`src/design/saob_pkg.sv`:
```
package saob_pkg;

    localparam int unsigned C_LANES      = 4;   // red, green, blue, alpha
    localparam int unsigned C_COLOURS    = 3;
    localparam int unsigned C_CH_W       = 8;
    localparam int unsigned C_NUM_W      = 24;
    localparam int unsigned C_DEN_W      = 16;
    localparam int unsigned C_DIV_STAGES = 4;
    localparam int unsigned C_DIV_BITS   = 2;   // quotient bits per divider stage
    localparam int unsigned C_ALPHA_LANE = 3;
    // prep stages, divider stages, output register
    localparam int unsigned C_PIPE_DEPTH = 2 + C_DIV_STAGES + 1;

    localparam logic [C_CH_W-1:0]  C_FULL     = 8'd255;
    localparam logic [C_DEN_W-1:0] C_DEN_ONE  = 16'd1;
    localparam logic [C_DEN_W-1:0] C_DEN_FULL = 16'd255;

    typedef struct packed {
        logic [C_CH_W-1:0] alpha;
        logic [C_CH_W-1:0] blue;
        logic [C_CH_W-1:0] green;
        logic [C_CH_W-1:0] red;
    } t_pixel;

    typedef enum logic [2:0] {
        CASE_KEEP,
        CASE_COPY,
        CASE_MIX,
        CASE_SPAN,
        CASE_COMP
    } t_case;

    // one pixel in flight through the divider
    typedef struct packed {
        logic [C_LANES-1:0][C_NUM_W-1:0] rem;
        logic [C_LANES-1:0][C_DEN_W-1:0] den;
        logic [C_LANES-1:0][C_CH_W-1:0]  quo;
        logic [C_CH_W-1:0]               offset;
        logic                            changed;
    } t_div_st;

endpackage

```
`src/design/straight_alpha_source_over_blend.sv`:
```
// pipeline: two preparation stages, four divider stages of two quotient bits each,
// one output register; throughput: one pixel per cycle while the output is not
// stalled; empty stages fill behind a stalled output
// reset (synchronous, active low) clears all stage valid bits and sets
// blend_rule to the per-pixel rule; o_stall is held high while in reset
module straight_alpha_source_over_blend (
    input  logic       i_clk,
    input  logic       i_rst_n,
    input  logic       i_cfg_wr_en,
    input  logic       i_cfg_wr_data,
    input  logic       i_valid,
    output logic       o_stall,
    input  logic [7:0] i_src_red,
    input  logic [7:0] i_src_green,
    input  logic [7:0] i_src_blue,
    input  logic [7:0] i_src_alpha,
    input  logic [7:0] i_dst_red,
    input  logic [7:0] i_dst_green,
    input  logic [7:0] i_dst_blue,
    input  logic [7:0] i_dst_alpha,
    output logic       o_valid,
    input  logic       i_stall,
    output logic [7:0] o_out_red,
    output logic [7:0] o_out_green,
    output logic [7:0] o_out_blue,
    output logic [7:0] o_out_alpha,
    output logic       o_changed
);

    logic              r_blend_rule;
    saob_pkg::t_pixel  w_src;
    saob_pkg::t_pixel  w_dst;
    saob_pkg::t_pixel  w_res;
    saob_pkg::t_div_st w_prep_word;
    saob_pkg::t_div_st w_div_word;
    logic              w_prep_ready;
    logic              w_prep_valid;
    logic              w_div_ready;
    logic              w_div_valid;
    logic              w_out_ready;

    always_ff @(posedge i_clk) begin
        if (!i_rst_n) begin
            r_blend_rule <= 1'b0;
        end else if (i_cfg_wr_en) begin
            r_blend_rule <= i_cfg_wr_data;
        end
    end

    assign w_src = '{alpha: i_src_alpha, blue: i_src_blue, green: i_src_green, red: i_src_red};
    assign w_dst = '{alpha: i_dst_alpha, blue: i_dst_blue, green: i_dst_green, red: i_dst_red};

    assign o_stall = !w_prep_ready || !i_rst_n;

    saob_prep u_prep (
        .i_clk        (i_clk),
        .i_rst_n      (i_rst_n),
        .i_blend_rule (r_blend_rule),
        .i_valid      (i_valid),
        .o_ready      (w_prep_ready),
        .i_src        (w_src),
        .i_dst        (w_dst),
        .o_valid      (w_prep_valid),
        .i_ready      (w_div_ready),
        .o_word       (w_prep_word)
    );

    saob_div u_div (
        .i_clk   (i_clk),
        .i_rst_n (i_rst_n),
        .i_valid (w_prep_valid),
        .o_ready (w_div_ready),
        .i_word  (w_prep_word),
        .o_valid (w_div_valid),
        .i_ready (w_out_ready),
        .o_word  (w_div_word)
    );

    saob_out u_out (
        .i_clk     (i_clk),
        .i_rst_n   (i_rst_n),
        .i_valid   (w_div_valid),
        .o_ready   (w_out_ready),
        .i_word    (w_div_word),
        .o_valid   (o_valid),
        .i_stall   (i_stall),
        .o_pixel   (w_res),
        .o_changed (o_changed)
    );

    assign o_out_red   = w_res.red;
    assign o_out_green = w_res.green;
    assign o_out_blue  = w_res.blue;
    assign o_out_alpha = w_res.alpha;

endmodule

```
`src/design/saob_prep.sv`:
```
module saob_prep (
    input  logic             i_clk,
    input  logic             i_rst_n,
    input  logic             i_blend_rule,
    input  logic             i_valid,
    output logic             o_ready,
    input  saob_pkg::t_pixel i_src,
    input  saob_pkg::t_pixel i_dst,
    output logic             o_valid,
    input  logic             i_ready,
    output saob_pkg::t_div_st o_word
);

    logic [saob_pkg::C_COLOURS-1:0][saob_pkg::C_CH_W-1:0] w_s;
    logic [saob_pkg::C_COLOURS-1:0][saob_pkg::C_CH_W-1:0] w_d;
    logic [saob_pkg::C_CH_W-1:0]                           w_inv;
    saob_pkg::t_case                                       w_case;

    logic [saob_pkg::C_COLOURS-1:0][2*saob_pkg::C_CH_W-1:0] r_sa;
    logic [saob_pkg::C_COLOURS-1:0][2*saob_pkg::C_CH_W-1:0] r_dm;
    logic [saob_pkg::C_COLOURS-1:0][saob_pkg::C_CH_W-1:0]   r_s;
    logic [saob_pkg::C_COLOURS-1:0][saob_pkg::C_CH_W-1:0]   r_d;
    logic [2*saob_pkg::C_CH_W-1:0]                          r_w;
    logic [saob_pkg::C_CH_W-1:0]                            r_a;
    logic [saob_pkg::C_CH_W-1:0]                            r_da;
    saob_pkg::t_case                                        r_case;
    logic                                                   r_va;

    saob_pkg::t_div_st n_word;
    saob_pkg::t_div_st r_word;
    logic              r_vb;

    logic w_rdy_a;
    logic w_rdy_b;

    logic [saob_pkg::C_NUM_W-1:0] w_mix [saob_pkg::C_COLOURS];
    logic [saob_pkg::C_NUM_W-1:0] w_comp [saob_pkg::C_COLOURS];
    logic [saob_pkg::C_DEN_W-1:0] w_n;

    assign w_rdy_b = !r_vb || i_ready;
    assign w_rdy_a = !r_va || w_rdy_b;
    assign o_ready = w_rdy_a;
    assign o_valid = r_vb;
    assign o_word  = r_word;

    assign w_s   = {i_src.blue, i_src.green, i_src.red};
    assign w_d   = {i_dst.blue, i_dst.green, i_dst.red};
    assign w_inv = saob_pkg::C_FULL - i_src.alpha;

    always_comb begin
        if (i_src.alpha == '0) begin
            w_case = saob_pkg::CASE_KEEP;
        end else if (i_src.alpha == saob_pkg::C_FULL) begin
            w_case = saob_pkg::CASE_COPY;
        end else if (i_blend_rule) begin
            w_case = saob_pkg::CASE_SPAN;
        end else if (i_dst.alpha == saob_pkg::C_FULL) begin
            w_case = saob_pkg::CASE_MIX;
        end else begin
            w_case = saob_pkg::CASE_COMP;
        end
    end

    // stage a: the 8x8 products
    always_ff @(posedge i_clk) begin
        if (!i_rst_n) begin
            r_va <= 1'b0;
        end else if (w_rdy_a) begin
            r_va <= i_valid;
        end
    end

    always_ff @(posedge i_clk) begin
        if (w_rdy_a) begin
            for (int i = 0; i < saob_pkg::C_COLOURS; i++) begin
                r_sa[i] <= w_s[i] * i_src.alpha;
                r_dm[i] <= w_d[i] * w_inv;
            end
            r_s    <= w_s;
            r_d    <= w_d;
            r_w    <= i_dst.alpha * w_inv;
            r_a    <= i_src.alpha;
            r_da   <= i_dst.alpha;
            r_case <= w_case;
        end
    end

    // stage b: numerators and divisors
    always_comb begin
        // n = a*255 + dst_alpha*(255-a)
        w_n = ({r_a, 8'd0} - {8'd0, r_a}) + r_w;
        for (int i = 0; i < saob_pkg::C_COLOURS; i++) begin
            w_mix[i]  = saob_pkg::C_NUM_W'(r_sa[i]) + saob_pkg::C_NUM_W'(r_dm[i]);
            w_comp[i] = ({r_sa[i], 8'd0} - {8'd0, r_sa[i]})
                      + (saob_pkg::C_NUM_W'(r_d[i]) * saob_pkg::C_NUM_W'(r_w));
        end

        n_word.quo     = '0;
        n_word.offset  = '0;
        n_word.changed = 1'b1;
        n_word.rem     = '0;
        n_word.den     = '0;

        case (r_case)
            saob_pkg::CASE_KEEP: begin
                for (int i = 0; i < saob_pkg::C_COLOURS; i++) begin
                    n_word.rem[i] = saob_pkg::C_NUM_W'(r_d[i]);
                    n_word.den[i] = saob_pkg::C_DEN_ONE;
                end
                n_word.rem[saob_pkg::C_ALPHA_LANE] = saob_pkg::C_NUM_W'(r_da);
                n_word.den[saob_pkg::C_ALPHA_LANE] = saob_pkg::C_DEN_ONE;
                n_word.changed = 1'b0;
            end
            saob_pkg::CASE_COPY: begin
                for (int i = 0; i < saob_pkg::C_COLOURS; i++) begin
                    n_word.rem[i] = saob_pkg::C_NUM_W'(r_s[i]);
                    n_word.den[i] = saob_pkg::C_DEN_ONE;
                end
                n_word.rem[saob_pkg::C_ALPHA_LANE] = saob_pkg::C_NUM_W'(saob_pkg::C_FULL);
                n_word.den[saob_pkg::C_ALPHA_LANE] = saob_pkg::C_DEN_ONE;
            end
            saob_pkg::CASE_MIX: begin
                for (int i = 0; i < saob_pkg::C_COLOURS; i++) begin
                    n_word.rem[i] = w_mix[i];
                    n_word.den[i] = saob_pkg::C_DEN_FULL;
                end
                n_word.rem[saob_pkg::C_ALPHA_LANE] = saob_pkg::C_NUM_W'(saob_pkg::C_FULL);
                n_word.den[saob_pkg::C_ALPHA_LANE] = saob_pkg::C_DEN_ONE;
            end
            saob_pkg::CASE_SPAN: begin
                for (int i = 0; i < saob_pkg::C_COLOURS; i++) begin
                    n_word.rem[i] = w_mix[i];
                    n_word.den[i] = saob_pkg::C_DEN_FULL;
                end
                n_word.rem[saob_pkg::C_ALPHA_LANE] = saob_pkg::C_NUM_W'(r_w);
                n_word.den[saob_pkg::C_ALPHA_LANE] = saob_pkg::C_DEN_FULL;
                n_word.offset = r_a;
            end
            saob_pkg::CASE_COMP: begin
                for (int i = 0; i < saob_pkg::C_COLOURS; i++) begin
                    n_word.rem[i] = w_comp[i];
                    n_word.den[i] = w_n;
                end
                n_word.rem[saob_pkg::C_ALPHA_LANE] = saob_pkg::C_NUM_W'(w_n);
                n_word.den[saob_pkg::C_ALPHA_LANE] = saob_pkg::C_DEN_FULL;
            end
            default: begin
                n_word.changed = 1'b0;
            end
        endcase
    end

    always_ff @(posedge i_clk) begin
        if (!i_rst_n) begin
            r_vb <= 1'b0;
        end else if (w_rdy_b) begin
            r_vb <= r_va;
        end
    end

    always_ff @(posedge i_clk) begin
        if (w_rdy_b) begin
            r_word <= n_word;
        end
    end

endmodule

```
`src/design/saob_div.sv`:
```
module saob_div (
    input  logic              i_clk,
    input  logic              i_rst_n,
    input  logic              i_valid,
    output logic              o_ready,
    input  saob_pkg::t_div_st i_word,
    output logic              o_valid,
    input  logic              i_ready,
    output saob_pkg::t_div_st o_word
);

    localparam int unsigned LAST = saob_pkg::C_DIV_STAGES - 1;

    saob_pkg::t_div_st                       r_st [saob_pkg::C_DIV_STAGES];
    saob_pkg::t_div_st                       n_st [saob_pkg::C_DIV_STAGES];
    logic [saob_pkg::C_DIV_STAGES-1:0]       r_v;
    logic [saob_pkg::C_DIV_STAGES-1:0]       w_rdy;

    // bubbles collapse: a stage takes a word when it is empty or moves on
    always_comb begin
        w_rdy[LAST] = !r_v[LAST] || i_ready;
        for (int j = LAST - 1; j >= 0; j--) begin
            w_rdy[j] = !r_v[j] || w_rdy[j+1];
        end
    end

    // restoring division, quotient bits from the top; quotient always fits 8 bits
    always_comb begin
        saob_pkg::t_div_st            st;
        logic [saob_pkg::C_NUM_W-1:0] dsh;
        int unsigned                  k;
        for (int j = 0; j < saob_pkg::C_DIV_STAGES; j++) begin
            if (j == 0) begin
                st = i_word;
            end else begin
                st = r_st[j-1];
            end
            for (int b = 0; b < saob_pkg::C_DIV_BITS; b++) begin
                k = saob_pkg::C_CH_W - 1 - j * saob_pkg::C_DIV_BITS - b;
                for (int l = 0; l < saob_pkg::C_LANES; l++) begin
                    dsh = saob_pkg::C_NUM_W'(st.den[l]) << k;
                    if (st.rem[l] >= dsh) begin
                        st.rem[l]    = st.rem[l] - dsh;
                        st.quo[l][k] = 1'b1;
                    end
                end
            end
            n_st[j] = st;
        end
    end

    always_ff @(posedge i_clk) begin
        if (!i_rst_n) begin
            r_v <= '0;
        end else begin
            for (int j = 0; j < saob_pkg::C_DIV_STAGES; j++) begin
                if (w_rdy[j]) begin
                    r_v[j] <= (j == 0) ? i_valid : r_v[j-1];
                end
            end
        end
    end

    always_ff @(posedge i_clk) begin
        for (int j = 0; j < saob_pkg::C_DIV_STAGES; j++) begin
            if (w_rdy[j]) begin
                r_st[j] <= n_st[j];
            end
        end
    end

    assign o_ready = w_rdy[0];
    assign o_valid = r_v[LAST];
    assign o_word  = r_st[LAST];

endmodule

```
`src/design/saob_out.sv`:
```
module saob_out (
    input  logic              i_clk,
    input  logic              i_rst_n,
    input  logic              i_valid,
    output logic              o_ready,
    input  saob_pkg::t_div_st i_word,
    output logic              o_valid,
    input  logic              i_stall,
    output saob_pkg::t_pixel  o_pixel,
    output logic              o_changed
);

    logic             w_rdy;
    saob_pkg::t_pixel n_pixel;
    saob_pkg::t_pixel r_pixel;
    logic             r_changed;
    logic             r_valid;

    assign w_rdy = !r_valid || !i_stall;

    // span alpha adds the source alpha back; never exceeds 255
    always_comb begin
        n_pixel.red   = i_word.quo[0];
        n_pixel.green = i_word.quo[1];
        n_pixel.blue  = i_word.quo[2];
        n_pixel.alpha = i_word.quo[saob_pkg::C_ALPHA_LANE] + i_word.offset;
    end

    always_ff @(posedge i_clk) begin
        if (!i_rst_n) begin
            r_valid <= 1'b0;
        end else if (w_rdy) begin
            r_valid <= i_valid;
        end
    end

    always_ff @(posedge i_clk) begin
        if (w_rdy) begin
            r_pixel   <= n_pixel;
            r_changed <= i_word.changed;
        end
    end

    assign o_ready   = w_rdy;
    assign o_valid   = r_valid;
    assign o_pixel   = r_pixel;
    assign o_changed = r_changed;

endmodule

```
`config.mk`:
```
export PLATFORM = sky130hd
export DESIGN_NAME = straight_alpha_source_over_blend
export DESIGN_NICKNAME = d
export VERILOG_FILES = /design/src/design/saob_pkg.sv /design/src/design/straight_alpha_source_over_blend.sv /design/src/design/saob_prep.sv /design/src/design/saob_div.sv /design/src/design/saob_out.sv
export SDC_FILE = /design/constraint.sdc
export NUM_CORES = 2
export LEC_CHECK = 0
export BUFFER_PORTS_ARGS = -buffer_cell sky130_fd_sc_hd__buf_2
export CORE_MARGIN = 2
export CORE_UTILIZATION = 33
export CTS_CLUSTER_DIAMETER = 80
export DETAILED_ROUTE_END_ITERATION = 7
export MAX_ROUTING_LAYER = met4
export PLACE_DENSITY = 0.59
export SLEW_MARGIN = 5
export SYNTH_ARGS = -nofsm -noshare
export SYNTH_HDL_FRONTEND = slang
export SYNTH_SLANG_ARGS = --single-unit
```
`constraint.sdc`:
```
create_clock -name i_clk -period 5.9 [get_ports i_clk]
set_input_delay 0.885 -clock i_clk [delete_from_list [all_inputs] [get_ports i_clk]]
set_output_delay 0.885 -clock i_clk [all_outputs]
set_load 0.02 [all_outputs]
```
==> key figures <==
Placement
  – Post-DP Area: 90900 µm²
  – Final HPWL DP: 190000 µm
  – Port Buffers: 104
  – RePlAce Congestion: 0.919

Drt
  – DRT Pass-1 Iters: 7
  – Final WL: 234000 µm
  – Antenna-violating nets left: 0
  – Starting DRT DRC Count: 4067
  – DRC: 0
  – Drt via density: 5.06
  – DR WL/cell: 18.7 µm
  – Via Count: 63400

Critical path
  – Crit path buf inv count: 5
  – Slowest cell delay on critical path: 590 ps
  – CP Cell Sequence: buf_6 > and2_4 > fa_1 > fa_1 > fa_1 > fa_1 > inv_2 > fa_1 > inv_2 > ha_4 > and3_4 > buf_6 > a211oi_4 > o22ai_2 > o41ai_2 > buf_4 > o21ai_2 > a21o_1 > a21o_1 > a31oi_1 > xor2_1 > nor2_1
  – Crit. End Element: flop
  – Worst Path Arrival: 6330 ps
  – CP Launch Type: flop
  – Crit path kind: reg2reg
  – Crit path max-delay family: adder cells
  – Worst path most repeated cell: fa_1
  – CP required: 6360 ps
  – Highest net fanout along the worst path: 4
  – Slowest CP cell: fa_1
  – Worst Reg-to-Reg Cells: 22
  – Critical path depth in cells: 22

Floorplanning
  – Row count: 184
  – Initial Util: 33.2%
  – Die H: 507 µm
  – Top Ports: 105
  – Die Wd: 507 µm
  – DIE AREA: 257000 µm²
  – Core Footprint: 251000 µm²

STA
  – Worst slew pin tran: 1020 ps
  – Slew Viols, Final: 0
  – RSZ-0062 raised after global routing: true
  – Hold Vio Cnt, Final: 0
  – FMAX: 0.171 GHz
  – Tmin final: 5860 ps
  – Max_slew headroom: 32.0%
  – Setup violators final: 0
  – Part of the cycle the worst path needs: 99.4%
  – Final Skew: 32.0 ps

Cells and area
  – Design Area, Final: 95400 µm²
  – Area delta synth->final: 14.3%
  – Share of cells above drive strength 1: 11.8%
  – Net count reported at finish: 10700
  – Util after Layout: 38.0%

Synthesis
  – Mux cell area share after synthesis: 2.88%
  – Area leader, netlist: edfxtp_1
  – Yosys reg bits: 793
  – Syn nets: 10300
  – Syn. warnings: 0
  – Yosys cell types: 98
  – Register area share after synthesis: 28.4%
  – Cell with the most instances after synthesis: inv_1
  – Share of the synthesized area in the top cell type: 28.2%
  – Largest family of logic cells by synthesized area: adder cells
  – Compound-gate portion of the synthesized area: 12.9%
  – Cell count after synthesis: 8608
  – Synth Area in XOR/XNOR: 5.57%
  – Synth area leaders: edfxtp_1, fa_1, ha_1, inv_1, xnor2_1
  – Syn avg cell area: 9.70 µm²
  – Async S/R FF share, synth: 0%
  – Synth cell count leaders: inv_1, ha_1, edfxtp_1
  – Syn Std Cell Area: 83500 µm²
  – Number of synthesized flops with an enable pin: 785
  – Top FF cell, synth: edfxtp_1
  – Adder-Cell Fraction of Synth Area: 29.3%
  – Simple-gate share of the synthesized area: 14.9%

GRT
  – Largest net degree at the start of global routing: 137
  – Initial antenna violation count: 15
  – Vias in the first global route: 64000
  – Total grt overflow: 0
  – First-pass GRT wire length: 364000 µm
  – Total GRT Usage: 18.5%

Clock network
  – Skew-Pair Late Insertion Delay: 760 ps
  – CTS H-tree lvls: 3
  – CTS Sinks: 793
  – CTS buffer count: 104
  – Hold buffer count at CTS: 0
  – Root Buffer: clkbuf_16
  – CTS Buffer Depth: 3
  – Clock-pin slew on the worst setup and hold paths: 60 ps
  – CTS tree: built

Job
  – Max-Cap Viols: 0

Worst hold path
  – Worst Hold Depth: 3
  – Worst hold path type: in2reg

Outcome
  – Outcome: finished, final reports clean
## tightest hold or removal path, stage by stage
cell and delay [ps]:
buf_2 90, a21oi_1 30, nor2b_1 90
## cell families (layout without fill, tap and decap cells)
group,Yosys count,in the layout
buffers and inverters,1318,1866
other,0,6
XOR/XNOR,531,531
multiplexers,217,217
AO/OA/AOI/OAI,1717,1717
flip-flops,793,793
adder cells (fa/ha/maj),1580,1580
AND/OR/NAND/NOR,2452,2452
## repair_timing
action / in CTS / in global routing
resized for setup: 11 / 124
buffers inserted: 5 / 38
setup endpoints to repair: 7 / 185
gates cloned: 0 / 0
pin swaps: 0 / 35
## sequential cells by signal, summed over array words and instances (netlist names), 8 cells and up
register / flops
u_prep.r_sa: 48
u_prep.r_da: 8
u_prep.o_word: 115
u_prep.r_dm: 48
u_div.r_st: 458
u_prep.r_w: 16
u_out.o_pixel: 32
u_prep.r_a: 8
u_prep.r_s: 24
u_prep.r_d: 24
## path summary, 6_finish.rpt
check,startpoint,endpoint,slack [ps]
setup / recovery,u_prep.r_w[2],u_prep.o_word[151],40
hold / removal,i_valid,u_prep.r_va,400
setup reg to reg,u_prep.r_w[2],u_prep.o_word[151],40
hold reg to reg,u_div.r_st[2][35],u_div.r_st[3][35],410
## cell type report
class / count / area, µm²
Antenna cell: 6 / 15.0
Clock buffer: 115 / 2670
Clock inverter: 81 / 953
Fill cell: 24900 / 156000
Inverter: 1096 / 4150
Multi-Input combinational cell: 6497 / 55300
Sequential cell: 793 / 23700
Tap cell: 3348 / 4190
Timing Repair Buffer: 574 / 4380
## cell usage in the layout, fill, tap and decap left out, types with 19 or more instances in the layout
cell	count
a21oi_2	21
or3_1	43
nor3_1	121
nand4_1	96
nand2b_1	196
o22ai_1	43
mux2_2	153
buf_4	436
nor2_1	493
nor2b_1	261
a211oi_1	36
buf_12	23
xnor2_1	363
a31oi_1	30
o21a_1	83
clkbuf_16	105
clkinv_1	19
a21boi_0	40
nor4_1	33
xor2_1	167
inv_1	1078
or4_1	20
buf_2	104
clkinvlp_4	19
nand2_1	623
mux2i_1	53
o21bai_1	68
a21oi_1	547
or2_2	34
and3_1	38
o21ai_0	363
o31ai_1	38
nand3_1	91
fa_1	622
ha_1	945
edfxtp_1	785
and2_1	313
a21o_1	212
## per-layer routing
layer | vias to the layer above | routed length [µm] | track usage, %
li1 | 30700 | - | -
met5 | - | 0 | -
met3 | 323 | 11200 | 1.91
met1 | 30800 | 111000 | 25.4
met2 | 1577 | 103000 | 28.4
met4 | 0 | 8340 | 6.24
## metrics by stage
stage                     std cells  setup WS, ps  hold WS, ps  setup TNS, ps
after global placement        12300          -172          402           -307
after floorplan                8608          3.51          400              0
after detailed placement      12300          -233          405           -781
after CTS                     12500          9.58          341              0
final                         12500          36.6          400              0
after global routing          12500          -239          398           -881
Power is left out: the tool's default activity adds up to more than one toggle a clock period on the data nets, which glitch-free logic cannot reach.
